===== src/design/ptts_pkg.sv =====
`timescale 1ns / 1ps
// ----------------------------------------------------------------------------
// ptts_pkg
// Shared types and sizes for the periodic task tick scheduler.
// ----------------------------------------------------------------------------
package ptts_pkg;

  localparam int NUM_SLOTS   = 8;
  localparam int MAX_RESULTS = 8;
  localparam int IDX_W       = (NUM_SLOTS > 1) ? $clog2(NUM_SLOTS) : 1;
  localparam int CNT_W       = $clog2(NUM_SLOTS + 1);
  localparam int RES_W       = $clog2(MAX_RESULTS + 1);

  localparam int SLOT_W      = 4;
  localparam int TIME_W      = 16;
  localparam int TASK_IDX_W  = 3;
  localparam int IN_DATA_W   = 40;
  localparam int OUT_DATA_W  = 8;

  localparam logic FUNC_TICK     = 1'b0;
  localparam logic FUNC_REGISTER = 1'b1;
  localparam logic KIND_STATUS   = 1'b0;
  localparam logic KIND_DUE      = 1'b1;
  localparam logic STATUS_OK     = 1'b0;
  localparam logic STATUS_ERR    = 1'b1;

  typedef logic [TIME_W-1:0] time_t;

  typedef struct packed {
    time_t period;
    time_t countdown;
  } slot_entry_t;

endpackage


===== src/design/periodic_task_tick_scheduler_top.sv =====
`timescale 1ns / 1ps
// ----------------------------------------------------------------------------
// periodic_task_tick_scheduler_top
// Tick scheduler over a table of task slots held in a synchronous memory.
// ----------------------------------------------------------------------------
//  channel | dir | handshake            | payload
//  in_     | in  | in_tvalid/in_tready  | tuser func, tdata slot/first_delay/period
//  out_    | out | out_tvalid/out_tready| tuser kind, tdata task_index/status, tlast
//  cfg_    | in  | cfg_valid/cfg_ready  | cfg_data tick_step
//
//  a tick makes one memory read per slot, overlapped with the write-back of the
//  slot before, plus a start step and a flush step (ST_FLUSH)
//  a registration passes through ST_REG, which writes a free in-range slot and returns a status
//  output stalls hold the slot walk only when a second due result must leave
//  rst_n clears state, slot used bits and tick_step (to 1); the memory is not cleared
// ----------------------------------------------------------------------------
module periodic_task_tick_scheduler_top (
  input  logic                            clk,
  input  logic                            rst_n,
  input  logic                            in_tvalid,
  output logic                            in_tready,
  input  logic [ptts_pkg::IN_DATA_W-1:0]  in_tdata,   // slot[3:0], first_delay[19:4], period[35:20]
  input  logic                            in_tuser,   // func
  output logic                            out_tvalid,
  input  logic                            out_tready,
  output logic [ptts_pkg::OUT_DATA_W-1:0] out_tdata,  // task_index[2:0], status[3]
  output logic                            out_tuser,  // kind
  output logic                            out_tlast,
  input  logic                            cfg_valid,
  output logic                            cfg_ready,
  input  logic [ptts_pkg::TIME_W-1:0]     cfg_data
);
  import ptts_pkg::*;

  typedef enum logic [1:0] {ST_IDLE, ST_SCAN, ST_FLUSH, ST_REG} state_t;

  state_t                state_r, state_nxt;
  time_t                 tick_step_r;
  logic [NUM_SLOTS-1:0]  used_r, used_nxt;
  logic [CNT_W-1:0]      ptr_r, ptr_nxt;
  logic                  proc_v_r, proc_v_nxt;
  logic [IDX_W-1:0]      proc_idx_r, proc_idx_nxt;
  logic                  pend_v_r, pend_v_nxt;
  logic [TASK_IDX_W-1:0] pend_idx_r, pend_idx_nxt;
  logic [RES_W-1:0]      res_cnt_r, res_cnt_nxt;
  logic [SLOT_W-1:0]     reg_slot_r, reg_slot_nxt;
  time_t                 reg_first_r, reg_first_nxt;
  time_t                 reg_period_r, reg_period_nxt;
  logic                  out_v_r, out_v_nxt;
  logic [OUT_DATA_W-1:0] out_data_r, out_data_nxt;
  logic                  out_user_r, out_user_nxt;
  logic                  out_last_r, out_last_nxt;

  slot_entry_t           mem [NUM_SLOTS];
  slot_entry_t           rdata_r;
  logic                  rd_en;
  logic [IDX_W-1:0]      rd_addr;
  logic                  wr_en;
  logic [IDX_W-1:0]      wr_addr;
  slot_entry_t           wdata;

  logic                  out_free;
  logic                  proc_used;
  logic                  proc_due;
  logic                  proc_report;
  logic                  scan_stall;
  logic                  advance;
  logic                  ptr_done;
  logic [SLOT_W-1:0]     proc_idx4;
  logic                  reg_in_range;
  logic [IDX_W-1:0]      reg_idx;
  logic                  reg_ok;
  time_t                 new_cd;

  assign in_tready  = (state_r == ST_IDLE);
  assign cfg_ready  = 1'b1;
  assign out_tvalid = out_v_r;
  assign out_tdata  = out_data_r;
  assign out_tuser  = out_user_r;
  assign out_tlast  = out_last_r;

  assign out_free     = !out_v_r || out_tready;
  assign proc_used    = used_r[proc_idx_r];
  assign proc_due     = proc_v_r && proc_used && (rdata_r.countdown == '0);
  assign proc_report  = proc_due && (res_cnt_r < RES_W'(MAX_RESULTS));
  assign scan_stall   = proc_report && pend_v_r && !out_free;
  assign advance      = (state_r == ST_SCAN) && !scan_stall;
  assign ptr_done     = (ptr_r == CNT_W'(NUM_SLOTS));
  assign proc_idx4    = SLOT_W'(proc_idx_r);
  assign reg_in_range = ({1'b0, reg_slot_r} < (SLOT_W + 1)'(NUM_SLOTS));
  assign reg_idx      = reg_slot_r[IDX_W-1:0];
  assign reg_ok       = reg_in_range && !used_r[reg_idx];

  // saturating countdown step, reloading the period when the countdown is zero
  always_comb begin
    if (rdata_r.countdown == '0) begin
      new_cd = rdata_r.period;
    end else if (rdata_r.countdown <= tick_step_r) begin
      new_cd = '0;
    end else begin
      new_cd = rdata_r.countdown - tick_step_r;
    end
  end

  assign rd_en   = advance && !ptr_done;
  assign rd_addr = ptr_r[IDX_W-1:0];

  always_comb begin
    wr_en   = 1'b0;
    wr_addr = proc_idx_r;
    wdata   = '{period: rdata_r.period, countdown: new_cd};
    if (advance && proc_v_r && proc_used) begin
      wr_en = 1'b1;
    end else if (state_r == ST_REG && out_free && reg_ok) begin
      wr_en   = 1'b1;
      wr_addr = reg_idx;
      wdata   = '{period: reg_period_r, countdown: reg_first_r};
    end
  end

  always_ff @(posedge clk) begin
    if (wr_en) begin
      mem[wr_addr] <= wdata;
    end
    if (rd_en) begin
      rdata_r <= mem[rd_addr];
    end
  end

  always_comb begin
    state_nxt      = state_r;
    used_nxt       = used_r;
    ptr_nxt        = ptr_r;
    proc_v_nxt     = proc_v_r;
    proc_idx_nxt   = proc_idx_r;
    pend_v_nxt     = pend_v_r;
    pend_idx_nxt   = pend_idx_r;
    res_cnt_nxt    = res_cnt_r;
    reg_slot_nxt   = reg_slot_r;
    reg_first_nxt  = reg_first_r;
    reg_period_nxt = reg_period_r;
    out_v_nxt      = out_v_r && !out_tready;
    out_data_nxt   = out_data_r;
    out_user_nxt   = out_user_r;
    out_last_nxt   = out_last_r;

    case (state_r)
      ST_IDLE: begin
        if (in_tvalid) begin
          reg_slot_nxt   = in_tdata[3:0];
          reg_first_nxt  = in_tdata[19:4];
          reg_period_nxt = in_tdata[35:20];
          ptr_nxt        = '0;
          proc_v_nxt     = 1'b0;
          pend_v_nxt     = 1'b0;
          res_cnt_nxt    = '0;
          state_nxt      = (in_tuser == FUNC_REGISTER) ? ST_REG : ST_SCAN;
        end
      end
      ST_SCAN: begin
        if (advance) begin
          // a new due slot pushes the held one out, not yet known to be last
          if (proc_report) begin
            if (pend_v_r) begin
              out_v_nxt    = 1'b1;
              out_user_nxt = KIND_DUE;
              out_data_nxt = OUT_DATA_W'({STATUS_OK, pend_idx_r});
              out_last_nxt = 1'b0;
            end
            pend_v_nxt   = 1'b1;
            pend_idx_nxt = proc_idx4[TASK_IDX_W-1:0];
            res_cnt_nxt  = res_cnt_r + 1'b1;
          end
          if (!ptr_done) begin
            proc_v_nxt   = 1'b1;
            proc_idx_nxt = rd_addr;
            ptr_nxt      = ptr_r + 1'b1;
          end else begin
            proc_v_nxt = 1'b0;
            if (!proc_v_r) begin
              state_nxt = ST_FLUSH;
            end
          end
        end
      end
      ST_FLUSH: begin
        if (!pend_v_r) begin
          state_nxt = ST_IDLE;
        end else if (out_free) begin
          out_v_nxt    = 1'b1;
          out_user_nxt = KIND_DUE;
          out_data_nxt = OUT_DATA_W'({STATUS_OK, pend_idx_r});
          out_last_nxt = 1'b1;
          pend_v_nxt   = 1'b0;
          state_nxt    = ST_IDLE;
        end
      end
      ST_REG: begin
        if (out_free) begin
          if (reg_ok) begin
            used_nxt[reg_idx] = 1'b1;
          end
          out_v_nxt    = 1'b1;
          out_user_nxt = KIND_STATUS;
          out_data_nxt = OUT_DATA_W'({(reg_ok ? STATUS_OK : STATUS_ERR), TASK_IDX_W'(0)});
          out_last_nxt = 1'b1;
          state_nxt    = ST_IDLE;
        end
      end
      default: begin
        state_nxt = ST_IDLE;
      end
    endcase
  end

  always_ff @(posedge clk) begin
    if (!rst_n) begin
      state_r     <= ST_IDLE;
      tick_step_r <= TIME_W'(1);
      used_r      <= '0;
      ptr_r       <= '0;
      proc_v_r    <= 1'b0;
      pend_v_r    <= 1'b0;
      res_cnt_r   <= '0;
      out_v_r     <= 1'b0;
    end else begin
      state_r  <= state_nxt;
      used_r   <= used_nxt;
      ptr_r    <= ptr_nxt;
      proc_v_r <= proc_v_nxt;
      pend_v_r <= pend_v_nxt;
      res_cnt_r <= res_cnt_nxt;
      out_v_r  <= out_v_nxt;
      if (cfg_valid) begin
        tick_step_r <= cfg_data;
      end
    end
    proc_idx_r   <= proc_idx_nxt;
    pend_idx_r   <= pend_idx_nxt;
    reg_slot_r   <= reg_slot_nxt;
    reg_first_r  <= reg_first_nxt;
    reg_period_r <= reg_period_nxt;
    out_data_r   <= out_data_nxt;
    out_user_r   <= out_user_nxt;
    out_last_r   <= out_last_nxt;
  end

  a_ptr_range: assert property (@(posedge clk) disable iff (!rst_n)
    ptr_r <= CNT_W'(NUM_SLOTS))
    else $error("slot pointer past table end");

  a_no_rw_clash: assert property (@(posedge clk) disable iff (!rst_n)
    rd_en && wr_en |-> rd_addr != wr_addr)
    else $error("memory read and write hit the same slot");

  a_idle_clean: assert property (@(posedge clk) disable iff (!rst_n)
    state_r == ST_IDLE |-> !proc_v_r && !pend_v_r)
    else $error("idle with a slot or result still in flight");

  a_tick_starts_scan: assert property (@(posedge clk) disable iff (!rst_n)
    in_tvalid && in_tready && in_tuser == FUNC_TICK |=> state_r == ST_SCAN && ptr_r == '0)
    else $error("tick did not start a slot walk");

  a_emit_only_when_free: assert property (@(posedge clk) disable iff (!rst_n)
    out_tvalid && !out_tready |=> out_tvalid)
    else $error("result dropped while stalled");

endmodule


===== config.mk =====
export PLATFORM = sky130hd
export DESIGN_NAME = periodic_task_tick_scheduler_top
export DESIGN_NICKNAME = d
export VERILOG_FILES = /design/src/design/ptts_pkg.sv /design/src/design/periodic_task_tick_scheduler_top.sv
export SDC_FILE = /design/constraint.sdc
export NUM_CORES = 1
export LEC_CHECK = 0
export BUFFER_PORTS_ARGS = -buffer_cell sky130_fd_sc_hd__buf_2
export CORE_MARGIN = 2
export CORE_UTILIZATION = 60
export CTS_CLUSTER_SIZE = 12
export DETAILED_ROUTE_END_ITERATION = 6
export HOLD_SLACK_MARGIN = 0.03
export PLACE_DENSITY = 0.87
export SLEW_MARGIN = 5
export SYNTH_ARGS = -nofsm -noshare
export SYNTH_HDL_FRONTEND = slang
export SYNTH_SLANG_ARGS = --single-unit

===== constraint.sdc =====
create_clock -name clk -period 10.2 [get_ports clk]
set_clock_uncertainty 0.15 [all_clocks]
set_input_delay 1.53 -clock clk [delete_from_list [all_inputs] [get_ports clk]]
set_output_delay 1.53 -clock clk [all_outputs]
set_load 0.01 [all_outputs]

==> reports/metrics.csv <==
metric,value,unit
post_cts.repair.setup_buffers,0,
ir_drop,0.000149,V
hp-class,reg2reg,
ys_async_sr_fraction,0,
place_congestion,0.902,
place_hpwl,17900,µm
cts_tree,yes,
cts_buffer_depth,3,
post_drt_wl_per_cell,23.6,µm
synthMuxAreaShare,0.134,
yosys_warnings,0,
clk_pin_slew,0.06,ns
end_kind,register,
antennaDiodeCount,0,
drive_gt1_frac,0.241,
syn2layout_area_growth,12.3,%
dominantRegCellSynth,edfxtp_1,
worstPathCellList,mux2i_1 -> nor3_1 -> nor4_2 -> nand3b_4 -> o32a_1 -> nor2_4 -> buf_4,
dieArea,27000,µm²
initialDrtViolationCount,1022,
worst_pin_slew,1.05,ns
io_buffers,65,
drv_slew,0,
tns,0,ns
status,"finished, final reports clean",
max_stage_delay,0.61,ns
vias,8463,
firstDrtPassIters,5,
clk_latency,0.54,ns
cts_hold_buf,0,
antenna_left,0,
fp.dieH,164,µm
synth_fa_ha_area_frac,0.0200,
syn_area_per_cell,16.7,µm²
setup_viol,0,
cts_buffers,39,
critPathRequiredTime,10.22,ns
layout_min_cycle_time,3.76,ns
grt_pass1_vias,8487,
core_region_area,25200,µm²
synth_cells,924,
cts_sinks,373,
startpoint_type,register,
fmax,266,MHz
power_density,198,nW/µm²
root_buffer,clkbuf_16,
grt_max_degree,70,
synth_top_family_by_area,multiplexers,
drc,0,
synth-simple-area-share,0.0699,
yosysSeqAreaShare,0.702,
path_class,reg2reg,
leakage,0.00585,µW
viasPerCell,6.26,
crit_slowest_cell,nor4_2,
finalHoldViolations,0,
die_w,164,µm
rows,58,
overflow,0,
htreeDepth,2,
track_usage,0.243,
finalNetCount,1088,
start_util,0.613,
io_pins,75,
synth-seq-cells,373,
period_share,0.369,
post_cts_resized,0,
relSlewSlack,0.301,
rsz0062_at_grt,no,
synth_edf_count,336,
synth_xor_area_frac,0.00795,
yosysUniqueCellTypes,58,
grt_first_pass_wirelength,48400,µm
path_max_fanout,37,
drv_cap,0,
antenna_found_initial,0,
cp.arrival,3.78,ns
wirelength,31900,µm
synth_compound_area_frac,0.0436,
hold-worst-slack,0.338,ns
syn-cell-area,15400,µm²
fillers,1564,
## report_power, final
group	internal, µW	leakage, µW	switching, µW
sequential	1760	0.00337	34.8
clock	776	0.000571	553
combinational	112	0.00191	199
total	2650	0.00585	786
## per-layer routing
metal	share of wire	up-vias	global-route usage
met4	0.036	0	0.100
met2	0.48	442	0.394
met3	0.090	79	0.0429
met5	0	-	0
li1	-	3745	-
met1	0.39	4197	0.331
## through the flow
| step | util | worst slack (ns) | std cells | total power (µW) | cell area (µm²) |
|---|---|---|---|---|---|
| after floorplan | - | 5.77 | 927 | 2030 | 15400 |
| after global placement | 0.641 | 6.07 | 1291 | 2110 | 16100 |
| after detailed placement | 0.641 | 5.99 | 1291 | 2130 | 16100 |
| after CTS | 0.688 | 6.45 | 1351 | 3450 | 17300 |
| after global routing | 0.688 | 6.26 | 1351 | 3540 | 17300 |
| final | 0.688 | 6.44 | 1351 | 3440 | 17300 |
## worst paths after layout
path	to	from	depth (start not counted)	slack [ns]
min reg2reg	res_cnt_r[3]	res_cnt_r[2]	2	0.34
max reg2reg	mem[3][29]	reg_slot_r[2]	7	6.44
min	res_cnt_r[3]	res_cnt_r[2]	2	0.34
max	mem[3][29]	reg_slot_r[2]	7	6.44
## area by class of cell
class / instances / area, µm² / area share
Tap cell: 330 / 413 / 0.0238
Clock buffer: 47 / 1010 / 0.0581
Sequential cell: 373 / 10800 / 0.626
Clock inverter: 13 / 174 / 0.0100
Multi-Input combinational cell: 474 / 4330 / 0.250
Inverter: 35 / 131 / 0.00759
Timing Repair Buffer: 79 / 430 / 0.0249
## cell usage in the layout, fill, tap and decap left out, types with 14 or more instances in the layout
master and count:
nor2_1 42, dfxtp_1 35, a221oi_1 14, buf_4 14
inv_1 35, clkbuf_16 39, a21oi_1 22, ha_1 23
edfxtp_1 336, nand2_1 69, mux2i_1 19, buf_2 65
mux4_2 65, nor2b_1 24, mux2_2 34
## cells in the mapped netlist (4+ instances only)
| library cell | instances | share of area |
|---|---|---|
| buf_2 | 6 | 0.0019 |
| o21bai_1 | 4 | 0.0019 |
| a221oi_1 | 14 | 0.0079 |
| mux4_2 | 65 | 0.095 |
| a31oi_1 | 11 | 0.0045 |
| mux2i_1 | 19 | 0.012 |
| nand3b_1 | 6 | 0.0029 |
| inv_1 | 35 | 0.0085 |
| a21o_1 | 5 | 0.0024 |
| nor3b_1 | 5 | 0.0024 |
| o21ai_0 | 11 | 0.0036 |
| nor2b_1 | 24 | 0.0097 |
| nand3_1 | 10 | 0.0032 |
| o21a_1 | 8 | 0.0039 |
| nor4_1 | 4 | 0.0016 |
| buf_4 | 6 | 0.0029 |
| ha_1 | 23 | 0.019 |
| and2_1 | 5 | 0.0020 |
| xor2_1 | 6 | 0.0034 |
| nand2_1 | 69 | 0.017 |
| xnor2_1 | 8 | 0.0045 |
| nor2_1 | 50 | 0.012 |
| nand2b_1 | 4 | 0.0016 |
| nor3_1 | 9 | 0.0029 |
| dfxtp_1 | 37 | 0.048 |
| and3_1 | 11 | 0.0045 |
| a21oi_1 | 23 | 0.0075 |
| clkbuf_1 | 28 | 0.0068 |
| nand4_1 | 6 | 0.0024 |
| mux2_2 | 34 | 0.025 |
| edfxtp_1 | 336 | 0.65 |
## flip-flops by register name (all words and copies together), names as in the netlist
signal        cells
mem             256
rdata_r          32
reg_first_r      16
reg_period_r     16
tick_step_r      16
used_r            8
out_tdata         4
ptr_r             4
reg_slot_r        4
res_cnt_r         4
pend_idx_r        3
proc_idx_r        3
state_r           2
out_tlast         1
out_tuser         1
out_tvalid        1
pend_v_r          1
proc_v_r          1
## critical path: cells and delay by family (launching register included)
| family | cells | cell delay [ns] |
|---|---|---|
| buffers and inverters | 1 | 0.51 |
| multiplexers | 1 | 0.23 |
| flip-flops | 1 | 0.60 |
| AND/OR/NAND/NOR | 4 | 1.39 |
| AO/OA/AOI/OAI | 1 | 0.49 |
## cells by family after synthesis
family                   count (synthesis)
AND/OR/NAND/NOR                        214
other                                    2
adder cells (fa/ha/maj)                 24
buffers and inverters                   80
XOR/XNOR                                14
multiplexers                           119
flip-flops                             373
AO/OA/AOI/OAI                           98
(Power assumes the default switching activity.)
